<file path="src/rtl/delay_injecting_release_queue_defines.svh">
// assertion macros for the delay injecting release queue
// expects clk and arst_n in the scope of the module that uses them
`ifndef DELAY_INJECTING_RELEASE_QUEUE_DEFINES_SVH
`define DELAY_INJECTING_RELEASE_QUEUE_DEFINES_SVH

// same-cycle implication, ignored while in reset
`define DIRQ_ASSERT_IMPL(lbl, ante, cons, msg) \
	lbl: assert property (@(posedge clk) disable iff (!arst_n) (ante) |-> (cons)) \
		else $error(msg);

// next-cycle implication, ignored while in reset
`define DIRQ_ASSERT_NEXT(lbl, ante, cons, msg) \
	lbl: assert property (@(posedge clk) disable iff (!arst_n) (ante) |=> (cons)) \
		else $error(msg);

`endif

</file>
<file path="src/rtl/dirq_fifo.sv">
// short flop queue between the front and back parts
// no dependencies
module dirq_fifo #(
	parameter int unsigned WIDTH = 8,
	parameter int unsigned DEPTH = 4
) (
	input  logic             clk,
	input  logic             arst_n,
	input  logic             push_valid,
	output logic             push_ready,
	input  logic [WIDTH-1:0] push_data,
	output logic             pop_valid,
	input  logic             pop_ready,
	output logic [WIDTH-1:0] pop_data
);

	localparam int unsigned AW = $clog2(DEPTH);
	localparam int unsigned CW = $clog2(DEPTH + 1);

	logic [WIDTH-1:0] mem_q [DEPTH];
	logic [AW-1:0]    wr_ptr_q;
	logic [AW-1:0]    rd_ptr_q;
	logic [CW-1:0]    cnt_q;
	logic             do_push;
	logic             do_pop;

	assign push_ready = cnt_q != CW'(DEPTH);
	assign pop_valid  = cnt_q != '0;
	assign pop_data   = mem_q[rd_ptr_q];
	assign do_push    = push_valid && push_ready;
	assign do_pop     = pop_valid && pop_ready;

	always_ff @(posedge clk) begin
		if (do_push) begin
			mem_q[wr_ptr_q] <= push_data;
		end
	end

	always_ff @(posedge clk or negedge arst_n) begin
		if (!arst_n) begin
			wr_ptr_q <= '0;
			rd_ptr_q <= '0;
			cnt_q    <= '0;
		end else begin
			if (do_push) begin
				wr_ptr_q <= (wr_ptr_q == AW'(DEPTH - 1)) ? '0 : wr_ptr_q + 1'b1;
			end
			if (do_pop) begin
				rd_ptr_q <= (rd_ptr_q == AW'(DEPTH - 1)) ? '0 : rd_ptr_q + 1'b1;
			end
			if (do_push && !do_pop) begin
				cnt_q <= cnt_q + 1'b1;
			end else if (do_pop && !do_push) begin
				cnt_q <= cnt_q - 1'b1;
			end
		end
	end

endmodule

</file>
<file path="config.mk">
export PLATFORM = sky130hd
export DESIGN_NAME = dirq_fifo
export DESIGN_NICKNAME = d
export VERILOG_FILES = /design/src/rtl/delay_injecting_release_queue_defines.svh /design/src/rtl/dirq_fifo.sv
export SDC_FILE = /design/constraint.sdc
export NUM_CORES = 1
export LEC_CHECK = 0
export BUFFER_PORTS_ARGS = -buffer_cell sky130_fd_sc_hd__buf_2
export CORE_MARGIN = 2
export CORE_UTILIZATION = 50
export CTS_CLUSTER_DIAMETER = 40
export DETAILED_ROUTE_END_ITERATION = 7
export PLACE_DENSITY_LB_ADDON = 0.1
export SYNTH_ARGS = -nofsm -noshare
export SYNTH_HDL_FRONTEND = slang
export SYNTH_SLANG_ARGS = --single-unit
</file>
<file path="constraint.sdc">
create_clock -name clk -period 2.8 [get_ports clk]
set_input_delay 0.42 -clock clk [delete_from_list [all_inputs] [get_ports clk]]
set_output_delay 0.42 -clock clk [all_outputs]
set_load 0.02 [all_outputs]
</file>
==> summary.txt <==
Clocking
  – Clock slew at reported path FFs: 0.10 ns
  – CTS Sinks: 39
  – CTS Buffer Depth: 2
  – Post-CTS Setup Bufs: 0
  – H-tree Lvls: 2
  – CTS tree: done
  – CTS resizes: 0
  – Root Driver: clkbuf_4
  – CTS Buf Count: 5
  – Clk_lat worst skew: 0.33 ns

Synthesis
  – Post-Synthesis Cells: 78
  – Synthesized Nets: 97
  – Syn Area/Cell: 20.4 sq um
  – Synth Register Bits: 39
  – Synth cell types: 18
  – Post-synthesis sequential area ratio: 71.3%
  – Ys Warns: 0
  – Cell Area, Synth: 1590 sq um

Route
  – Top Layer Used: met4
  – M1 wire length: 958 microns
  – Met3 wire length: 89 microns
  – DRC viols: 0
  – Vias/cell: 5.07
  – Met2 wire len: 1.16 mm
  – WL/cell: 15.1 microns
  – Antenna viol nets, final: 0
  – Post-Route WL: 2.26 mm
  – Iteration-0 DRC Markers: 18
  – Routed vias: 760
  – Drt pass-1 iters: 3

Worst setup path
  – Startpoint Class: flip-flop
  – Max FO, Critical Path: 11
  – Worst Path Arrival: 1.86 ns
  – Worst Path Class, Setup: reg2out
  – Required @ worst endpoint: 2.38 ns
  – Crit. End Element: output port

Timing
  – Worst relative slew slack: 58.6%
  – Fmax achieved: 439 MHz
  – Final setup violation count: 0
  – Fin crit period: 2.28 ns
  – Total negative slack: 0 ns
  – Fin. Hold Viols: 0
  – Clock Skews: 0.00948 ns
  – Worst slew pin tran: 0.621 ns
  – Final Max Slew Viols: 0
  – Final period util: 81.4%
  – RSZ-0062 raised after global routing: false
  – WHS: 0.298 ns

Power
  – Total leakage power: 0.683 nW
  – Pwr per Cell Area: 1010 nW/um^2
  – Worst vdd ir: 0.500 mV

Global route
  – Vias in the first global route: 756
  – First-pass GRT wire length: 3.55 mm
  – Total Routing Usage GR: 14.5%
  – Grt ovf: 0
  – Largest net degree at the start of global routing: 12
  – Initial antenna violation count: 0

Final layout
  – P&R area growth vs syn: 13.2%
  – Util after Layout: 59.1%
  – Final Cell Area: 1800 sq um
  – Fin nets: 124
  – Area of the multi-input gates: 438 sq um
  – Register area: 1140 sq um
  – ANT cells: 0
  – Share of post-route cells with drive strength above 1: 43.4%
  – Fillers: 246

Place
  – Post-DP HPWL: 1.60 mm
  – Post-DP Area: 1750 sq um
  – RePlAce Congestion: 0.727
  – Port-buffer cells: 21

Job
  – Max cap viols: 0

Floorplanning
  – Core box area: 3050 sq um
  – IO Pins: 22
  – Die Y: 60.5 microns
  – Initial Util: 52.2%
  – Row cnt: 20
  – Die Footprint: 3660 sq um
  – Die width: 60.5 microns

Min path
  – Min-Delay Path Class: in2reg

Run status
  – Status: complete, no violations
==> worst max-delay path, stage by stage, from the launching register on <==
cell,delay (ns)
dfrtp_1,0.75
mux4_2,0.59
buf_2,0.17
==> final timing paths <==
check,start,slack [ns],end,cells after the start
max,rd_ptr_q[0],0.52,pop_data[2],2
min,push_data[1],0.30,mem_q[0][1],1
max reg2reg,cnt_q[0],0.63,cnt_q[2],8
min reg2reg,cnt_q[2],0.50,cnt_q[2],1
max in group asynchronous,arst_n,2.21,wr_ptr_q[1],2
min in group asynchronous,arst_n,0.43,rd_ptr_q[0],2
==> timing repair <==
action	in CTS	in global routing
setup endpoints to repair	0	0
hold buffers	1	0
endpoints found under the hold margin	7	0
==> synthesized netlist by cell type <==
library cell | instances | share of area, %
mux4_2 | 8 | 11
and3_2 | 4 | 1.9
nor2_1 | 3 | 0.71
or3_2 | 1 | 0.47
buf_1 | 1 | 0.24
xnor2_1 | 1 | 0.55
mux2_4 | 2 | 1.9
dfrtp_1 | 7 | 11
buf_2 | 1 | 0.31
nand2_1 | 1 | 0.24
ha_1 | 6 | 4.7
or3b_4 | 1 | 0.71
and2_4 | 1 | 0.55
mux2_2 | 3 | 2.1
fa_1 | 1 | 1.3
inv_1 | 3 | 0.71
xor2_1 | 2 | 1.1
edfxtp_1 | 32 | 60
==> stage by stage <==
step	instances	power (mW)	setup WS (ns)
2_1_floorplan	78	1.41	0.653
3_3_place_gp	141	1.58	0.638
3_5_place_dp	141	1.61	0.625
4_1_cts	150	1.86	0.488
5_1_grt	150	1.95	0.417
6_report	150	1.83	0.521
==> cells by family after synthesis <==
| logic type | synth area share [%] |
|---|---|
| flip-flops | 71.3 |
| multiplexers | 15.3 |
| AND/OR/NAND/NOR | 4.55 |
| adder cells (fa/ha/maj) | 5.97 |
| buffers and inverters | 1.26 |
| XOR/XNOR | 1.65 |
==> placed cells by master, fill, tap and decap left out <==
cell type and n:
edfxtp_1 32, buf_2 21, mux4_2 8, dfrtp_1 7, ha_1 6, clkbuf_4 5
and3_2 4, inv_1 3, mux2_2 3, nor2_1 3, clkbuf_1 3, mux2_4 2
xor2_1 2, or3b_4 1, and2_4 1, or3_2 1, nand2_1 1, xnor2_1 1
fa_1 1, dlygate4sd3_1 1
==> area by class of cell <==
type | instances | share of cell area (%)
clock buffers | 8 | 2.70
inverters | 3 | 0.624
multi-input cells | 34 | 24.3
flip-flops and latches | 39 | 63.0
well taps | 44 | 3.05
repair buffers | 22 | 6.38
==> registers in the layout, indices dropped and copies added, names as in the netlist <==
register  flops
rd_ptr_q      2
mem_q        32
cnt_q         3
wr_ptr_q      2
==> power by group <==
| part | internal [mW] | switching (mW) |
|---|---|---|
| logic | 0.337 | 0.322 |
| registers | 0.784 | 0.132 |
| clock network | 0.100 | 0.156 |
==> per-layer routing <==
layer	GRT usage, %	vias to the layer above
met5	0	-
met4	8.39	0
met3	4.05	7
met2	24.4	17
met1	16.6	377
li1	-	359
No activity file was read; power rests on OpenSTA's default activity.
