### src/rtl/delay_injecting_release_queue_defines.svh
// assertion macros for the delay injecting release queue
// expects clk and arst_n in the scope of the module that uses them
`ifndef DELAY_INJECTING_RELEASE_QUEUE_DEFINES_SVH
`define DELAY_INJECTING_RELEASE_QUEUE_DEFINES_SVH

// same-cycle implication, ignored while in reset
`define DIRQ_ASSERT_IMPL(lbl, ante, cons, msg) \
	lbl: assert property (@(posedge clk) disable iff (!arst_n) (ante) |-> (cons)) \
		else $error(msg);

// next-cycle implication, ignored while in reset
`define DIRQ_ASSERT_NEXT(lbl, ante, cons, msg) \
	lbl: assert property (@(posedge clk) disable iff (!arst_n) (ante) |=> (cons)) \
		else $error(msg);

`endif

### src/rtl/dirq_pkg.sv
// shared types, codes and defaults for the delay injecting release queue
// no dependencies
package dirq_pkg;

	localparam int unsigned QUEUE_DEPTH_DEF = 64;
	localparam int unsigned TAG_BITS_DEF    = 16;
	localparam int unsigned FIFO_DEPTH      = 4;
	localparam int unsigned TIME_W          = 64;
	localparam int unsigned RAND_W          = 32;
	localparam int unsigned CFG_W           = 40;
	localparam int unsigned CFG_IDX_W       = 3;

	localparam logic CMD_INSERT   = 1'b0;
	localparam logic CMD_DISPATCH = 1'b1;

	localparam logic [2:0] STAT_INSERTED   = 3'd0;
	localparam logic [2:0] STAT_FULL       = 3'd1;
	localparam logic [2:0] STAT_DISPATCHED = 3'd2;
	localparam logic [2:0] STAT_NOT_DUE    = 3'd3;
	localparam logic [2:0] STAT_EMPTY      = 3'd4;

	localparam logic [CFG_IDX_W-1:0] CFG_RULE_ENABLE = 3'd0;
	localparam logic [CFG_IDX_W-1:0] CFG_OP_FILTER   = 3'd1;
	localparam logic [CFG_IDX_W-1:0] CFG_MEAN_DELAY  = 3'd2;
	localparam logic [CFG_IDX_W-1:0] CFG_JITTER      = 3'd3;
	localparam logic [CFG_IDX_W-1:0] CFG_CORR_RHO    = 3'd4;

	localparam logic [1:0] FILT_READ  = 2'd1;
	localparam logic [1:0] FILT_WRITE = 2'd2;

	typedef struct packed {
		logic        cmd;
		logic [63:0] now_ns;
		logic [15:0] req_tag;
		logic        is_read;
		logic        is_write;
		logic        has_data;
		logic        at_head;
		logic [31:0] random_word;
	} req_t;

	typedef struct packed {
		logic [2:0]  status;
		logic [15:0] out_tag;
		logic [63:0] release_time;
		logic [6:0]  queue_count;
	} rsp_t;

	typedef struct packed {
		logic idle;
		logic full;
	} back_stat_t;

endpackage

### src/rtl/dirq_front.sv
// front part: config registers, intake, rule match and release time computation
// depends on dirq_pkg
module dirq_front #(
	parameter int unsigned TAG_BITS = dirq_pkg::TAG_BITS_DEF
) (
	input  logic                                clk,
	input  logic                                arst_n,
	input  logic                                cfg_we,
	input  logic [dirq_pkg::CFG_IDX_W-1:0]      cfg_idx,
	input  logic [dirq_pkg::CFG_W-1:0]          cfg_wdata,
	input  logic                                req_valid,
	output logic                                req_ready,
	input  dirq_pkg::req_t                      req,
	output logic                                push_valid,
	input  logic                                push_ready,
	output logic [dirq_pkg::TIME_W+TAG_BITS:0]  push_data,
	input  logic                                fifo_empty,
	input  dirq_pkg::back_stat_t                bstat
);

	localparam logic [3:0] F_IDLE  = 4'd0;
	localparam logic [3:0] F_CLASS = 4'd1;
	localparam logic [3:0] F_WAIT  = 4'd2;
	localparam logic [3:0] F_MUL1  = 4'd3;
	localparam logic [3:0] F_MUL2  = 4'd4;
	localparam logic [3:0] F_SUM   = 4'd5;
	localparam logic [3:0] F_DIV   = 4'd6;
	localparam logic [3:0] F_OFF   = 4'd7;
	localparam logic [3:0] F_ADD   = 4'd8;
	localparam logic [3:0] F_PUSH  = 4'd9;

	logic [3:0]            state_q;
	dirq_pkg::req_t        item_q;
	logic [63:0]           time_q;
	logic [31:0]           last_q;
	logic [63:0]           p1_q;
	logic [63:0]           p2_q;
	logic [31:0]           r_q;
	logic [31:0]           rem_q;
	logic [4:0]            div_cnt_q;
	logic [63:0]           off_q;
	logic                  rule_en_q;
	logic [1:0]            op_filter_q;
	logic [39:0]           mean_q;
	logic [30:0]           jitter_q;
	logic [31:0]           rho_q;

	logic                  match;
	logic [63:0]           base;
	logic [31:0]           span;
	logic [31:0]           mul_a;
	logic [31:0]           mul_b;
	logic [63:0]           prod;
	logic [65:0]           sum66;
	logic [31:0]           r_new;
	logic [32:0]           rem_sh;
	logic [32:0]           rem_diff;
	logic                  rem_ge;
	logic [31:0]           rem_nx;
	logic [31:0]           tag_ext;

	assign match = rule_en_q && item_q.has_data
		&& !(op_filter_q == dirq_pkg::FILT_READ && !item_q.is_read)
		&& !(op_filter_q == dirq_pkg::FILT_WRITE && !item_q.is_write);
	assign base  = item_q.at_head ? '0 : item_q.now_ns;
	assign span  = {jitter_q, 1'b0};

	// one shared multiplier for both correlation products
	assign mul_a = (state_q == F_MUL1) ? item_q.random_word : last_q;
	assign mul_b = (state_q == F_MUL1) ? ~rho_q : rho_q;
	assign prod  = mul_a * mul_b;
	assign sum66 = {2'b00, p1_q} + {2'b00, p2_q} + {34'd0, last_q};
	assign r_new = sum66[63:32];

	// restoring remainder, one bit a cycle
	assign rem_sh   = {rem_q, r_q[31]};
	assign rem_ge   = rem_sh >= {1'b0, span};
	assign rem_diff = rem_sh - {1'b0, span};
	assign rem_nx   = rem_ge ? rem_diff[31:0] : rem_sh[31:0];

	assign tag_ext    = {16'd0, item_q.req_tag};
	assign push_data  = {item_q.cmd, time_q, tag_ext[TAG_BITS-1:0]};
	assign push_valid = state_q == F_PUSH;
	assign req_ready  = state_q == F_IDLE;

	always_ff @(posedge clk or negedge arst_n) begin
		if (!arst_n) begin
			rule_en_q   <= 1'b0;
			op_filter_q <= '0;
			mean_q      <= '0;
			jitter_q    <= '0;
			rho_q       <= '0;
		end else if (cfg_we) begin
			unique case (cfg_idx)
				dirq_pkg::CFG_RULE_ENABLE: rule_en_q   <= cfg_wdata[0];
				dirq_pkg::CFG_OP_FILTER:   op_filter_q <= cfg_wdata[1:0];
				dirq_pkg::CFG_MEAN_DELAY:  mean_q      <= cfg_wdata[39:0];
				dirq_pkg::CFG_JITTER:      jitter_q    <= cfg_wdata[30:0];
				dirq_pkg::CFG_CORR_RHO:    rho_q       <= cfg_wdata[31:0];
				default: ;
			endcase
		end
	end

	always_ff @(posedge clk or negedge arst_n) begin
		if (!arst_n) begin
			state_q   <= F_IDLE;
			last_q    <= '0;
			div_cnt_q <= '0;
		end else begin
			unique case (state_q)
				F_IDLE: begin
					if (req_valid) begin
						state_q <= F_CLASS;
					end
				end
				F_CLASS: begin
					if (item_q.cmd == dirq_pkg::CMD_DISPATCH || !match || jitter_q == '0) begin
						state_q <= F_PUSH;
					end else begin
						state_q <= F_WAIT;
					end
				end
				F_WAIT: begin
					// draw only once the back part has settled the count
					if (fifo_empty && bstat.idle) begin
						div_cnt_q <= '0;
						if (bstat.full) begin
							state_q <= F_PUSH;
						end else if (rho_q == '0) begin
							state_q <= F_DIV;
						end else begin
							state_q <= F_MUL1;
						end
					end
				end
				F_MUL1: state_q <= F_MUL2;
				F_MUL2: state_q <= F_SUM;
				F_SUM: begin
					last_q    <= r_new;
					div_cnt_q <= '0;
					state_q   <= F_DIV;
				end
				F_DIV: begin
					div_cnt_q <= div_cnt_q + 1'b1;
					if (div_cnt_q == 5'(dirq_pkg::RAND_W - 1)) begin
						state_q <= F_OFF;
					end
				end
				F_OFF: state_q <= F_ADD;
				F_ADD: state_q <= F_PUSH;
				F_PUSH: begin
					if (push_ready) begin
						state_q <= F_IDLE;
					end
				end
				default: state_q <= F_IDLE;
			endcase
		end
	end

	always_ff @(posedge clk) begin
		unique case (state_q)
			F_IDLE: begin
				if (req_valid) begin
					item_q <= req;
				end
			end
			F_CLASS: begin
				if (item_q.cmd == dirq_pkg::CMD_DISPATCH) begin
					time_q <= item_q.now_ns;
				end else if (match && jitter_q == '0) begin
					time_q <= base + {24'd0, mean_q};
				end else begin
					time_q <= base;
				end
			end
			F_WAIT: begin
				r_q   <= item_q.random_word;
				rem_q <= '0;
			end
			F_MUL1: p1_q <= prod;
			F_MUL2: p2_q <= prod;
			F_SUM:  r_q  <= r_new;
			F_DIV: begin
				rem_q <= rem_nx;
				r_q   <= {r_q[30:0], 1'b0};
			end
			F_OFF: off_q  <= {24'd0, mean_q} + {32'd0, rem_q} - {33'd0, jitter_q};
			F_ADD: time_q <= time_q + off_q;
			default: ;
		endcase
	end

endmodule

### config.mk
export PLATFORM = sky130hd
export DESIGN_NAME = dirq_front
export DESIGN_NICKNAME = d
export VERILOG_FILES = /design/src/rtl/delay_injecting_release_queue_defines.svh /design/src/rtl/dirq_pkg.sv /design/src/rtl/dirq_front.sv
export SDC_FILE = /design/constraint.sdc
export NUM_CORES = 2
export LEC_CHECK = 0
export BUFFER_PORTS_ARGS = -buffer_cell sky130_fd_sc_hd__clkbuf_2
export CORE_MARGIN = 1.5
export CORE_UTILIZATION = 59
export DETAILED_ROUTE_END_ITERATION = 10
export GPL_TIMING_DRIVEN = 1
export MAX_ROUTING_LAYER = met4
export PLACE_DENSITY = 0.83
export REMOVE_ABC_BUFFERS = 1
export SYNTH_ARGS = -nofsm -noshare
export SYNTH_HDL_FRONTEND = slang
export SYNTH_SLANG_ARGS = --single-unit
### constraint.sdc
create_clock -name clk -period 11 [get_ports clk]
set_input_delay 2.2 -clock clk [delete_from_list [all_inputs] [get_ports clk]]
set_output_delay 2.2 -clock clk [all_outputs]
set_load 0.005 [all_outputs]
==> reports/metrics.csv <==
metric;value;unit
slew margin rel.;0.0665;
mux contribution to synthesized area;0.0285;
Reg-to-Reg Start;state_q[3];
Via density;6.18;
layout cells sized above 1;0.101;
initial antenna violation count;14;
post-CTS repair timing setup buffer count;0;
core box area;114000;um^2
fin cells;8768;
R2R setup slack;570;ps
clk_lat worst skew;680;ps
final setup violation count;0;
boundary pin count;251;
RR Endpoint;p2_q[60];
Synth Area in XOR/XNOR;0.0432;
area leader, netlist;fa_1;
minimum clock period;10430;ps
Min Hold Slack;528;ps
CP peak stage delay;860;ps
Worst Tran Pin Value;1390;ps
Root Driver;clkbuf_16;
Core Rows;124;
drt drc;0;
Clock Tree Buf Depth;3;
Post-synth EDFFs;415;
Required @ worst endpoint;11390;ps
Worst R2R Path Depth;29;
Port-buffer cells;250;
grt ovf;0;
ranking of synthesized cells by area;fa_1 (28%), edfxtp_1 (18%), ha_1 (9.9%);
Die Area;117000;um^2
Compound-Gate Fraction of Synth Area;0.104;
post-synth top area share;0.284;
Critical Path Most Common Cell;fa_1;
ys flop type;edfxtp_1;
Max Cap Viol;0;
CP startpoint;state_q[3];
Final ANT Viol Nets;0;
PostCTS Resize Cnt;0;
CP arrival;10820;ps
CP max-delay cell;fa_1;
synthesis warning total;0;
worst min-delay path endpoint;rule_en_q;
clk_skew;56.9;ps
htree depth;3;
Hold Violations, Final;0;
first-pass GRT wire length;347000;um
RSZ-0062 raised after global routing;no;
DP HPWL;184000;um
Iteration-0 DRC Markers;5591;
Final Cycle Share;0.949;
Die Wd;342;um
TritonCTS sink count;562;
WHS Path Cells;1;
Avg Inst Size Synth;9.67;um^2
Initial Util;0.594;
FF/Latch Area;16100;um^2
most common cell in the netlist;inv_1;
hold-fix buffers at CTS;0;
main combinational cell family by area after synthesis;adder cells;
Max Freq;95.8;MHz
Synth Area in Adders;0.383;
largest net degree at the start of global routing;81;
area of the multi-input gates;46700;um^2
vias in the first global route;56600;
Cell variety after synth;98;
dpl cells;8623;
Die Y;342;um
ys async rst share;0.262;
final WL;231000;um
final core utilization;0.646;
# fillers;9261;
flops & latches, synth;562;
hold_sp;rule_en_q;
Final Wtd Congestion;1.06;
Simple-Gate Fraction of Synth Area;0.125;
WL per Instance;26.4;um
max-slew violations;0;
CP endpoint kind;flip-flop;
startpoint types;flip-flop;
register clock-pin slew on the reported worst setup and hold paths;60;ps
Area growth syn-to-layout;8.78;%
critical-path maximum fanout;55;
Final nets;8847;
Seq/Total Area, Yosys;0.238;
outcome;finished, final reports clean;
Post-synth top cells;inv_1 (1,103), fa_1 (961), nor2_1 (806);
Worst Hold Class;reg -> reg;
Gate Count Post-Synth;7006;
Crit Path Category;reg -> reg;
TritonCTS clock tree;built;
post-route setup TNS;0;ps
via count;54200;
GRT Util Overall;0.416;
cts bufs inserted;69;
cell area after synthesis;67800;um^2
first drt pass iteration count;6;
[area by class of cell]
class / instances / share of cell area
Antenna cell: 18 / 0.000611
Clock buffer: 92 / 0.0264
Clock inverter: 35 / 0.00699
Inverter: 1104 / 0.0562
Multi-Input combinational cell: 5049 / 0.633
Sequential cell: 562 / 0.219
Tap cell: 1512 / 0.0257
Timing Repair Buffer: 396 / 0.0323
[cell families (layout without fill, tap and decap cells)]
| family | Yosys count | after routing |
|---|---|---|
| other | 0 | 18 |
| AOI/OAI and AO/OA | 1080 | 1080 |
| muxes | 179 | 179 |
| and+or+nand+nor | 1959 | 1959 |
| xor gates and xnor gates | 334 | 334 |
| adders and majority gates | 1497 | 1497 |
| DFF | 562 | 562 |
| buffers and inverters | 1395 | 1627 |
[how the worst max path moves through the flow]
stage | slack, ps | cells after the start | end
3_3_place_gp | 980 | 30 | p1_q[63]
2_1_floorplan | -19120 | 29 | p1_q[63]
5_1_grt | 280 | 29 | p2_q[60]
3_5_place_dp | 910 | 30 | p1_q[63]
6_report | 570 | 29 | p2_q[60]
4_1_cts | 830 | 30 | p2_q[63]
[layer usage]
layer  GRT usage  routed length (um)  vias to the layer above
li1            -                   -                    23200
met1       0.489               82400                    26800
met2       0.639              105000                     3182
met3      0.0923               23700                      914
met4       0.287               19700                        0
met5           -                   0                        -
[stage by stage]
stage	worst slack [ps]	instance area [um^2]
2_1_floorplan	-19120	66600
3_3_place_gp	983	71200
3_5_place_dp	915	71200
4_1_cts	829	73700
5_1_grt	276	73700
6_report	565	73700
[placed cells by master, fill, tap and decap left out, types with 38 or more instances in the layout]
master / count
mux2_2: 110
nand3_1: 58
nand4_1: 62
fa_1: 961
nor2_1: 801
a21o_1: 174
buf_4: 144
clkbuf_2: 249
o21ai_0: 197
nand2b_1: 39
and3_1: 41
ha_1: 536
xnor2_1: 186
inv_1: 1103
mux2i_1: 49
a21oi_1: 337
edfxtp_1: 415
a221oi_1: 38
xor2_1: 122
dfrtp_1: 146
o22ai_1: 38
nand2_1: 704
clkbuf_16: 72
nor2b_1: 77
[sequential cells by signal, indices dropped and copies added (netlist names), 17 cells and up]
name	flops
off_q	42
p2_q	64
rem_q	32
last_q	32
jitter_q	31
push_data	17
p1_q	64
r_q	32
mean_q	40
time_q	64
rho_q	32
item_q	100
[worst max-delay path, delay by kind of cell, from the launching register on]
kind,cells,cell delay (ps)
buffers and inverters,5,1310
DFF,1,580
adders and majority gates,9,4800
AOI/OAI and AO/OA,10,1940
and+or+nand+nor,3,580
muxes,1,590
xor gates and xnor gates,1,170
Power is not shown: default switching activity piles up to over one toggle a cycle in this logic, so the estimate is an artifact.
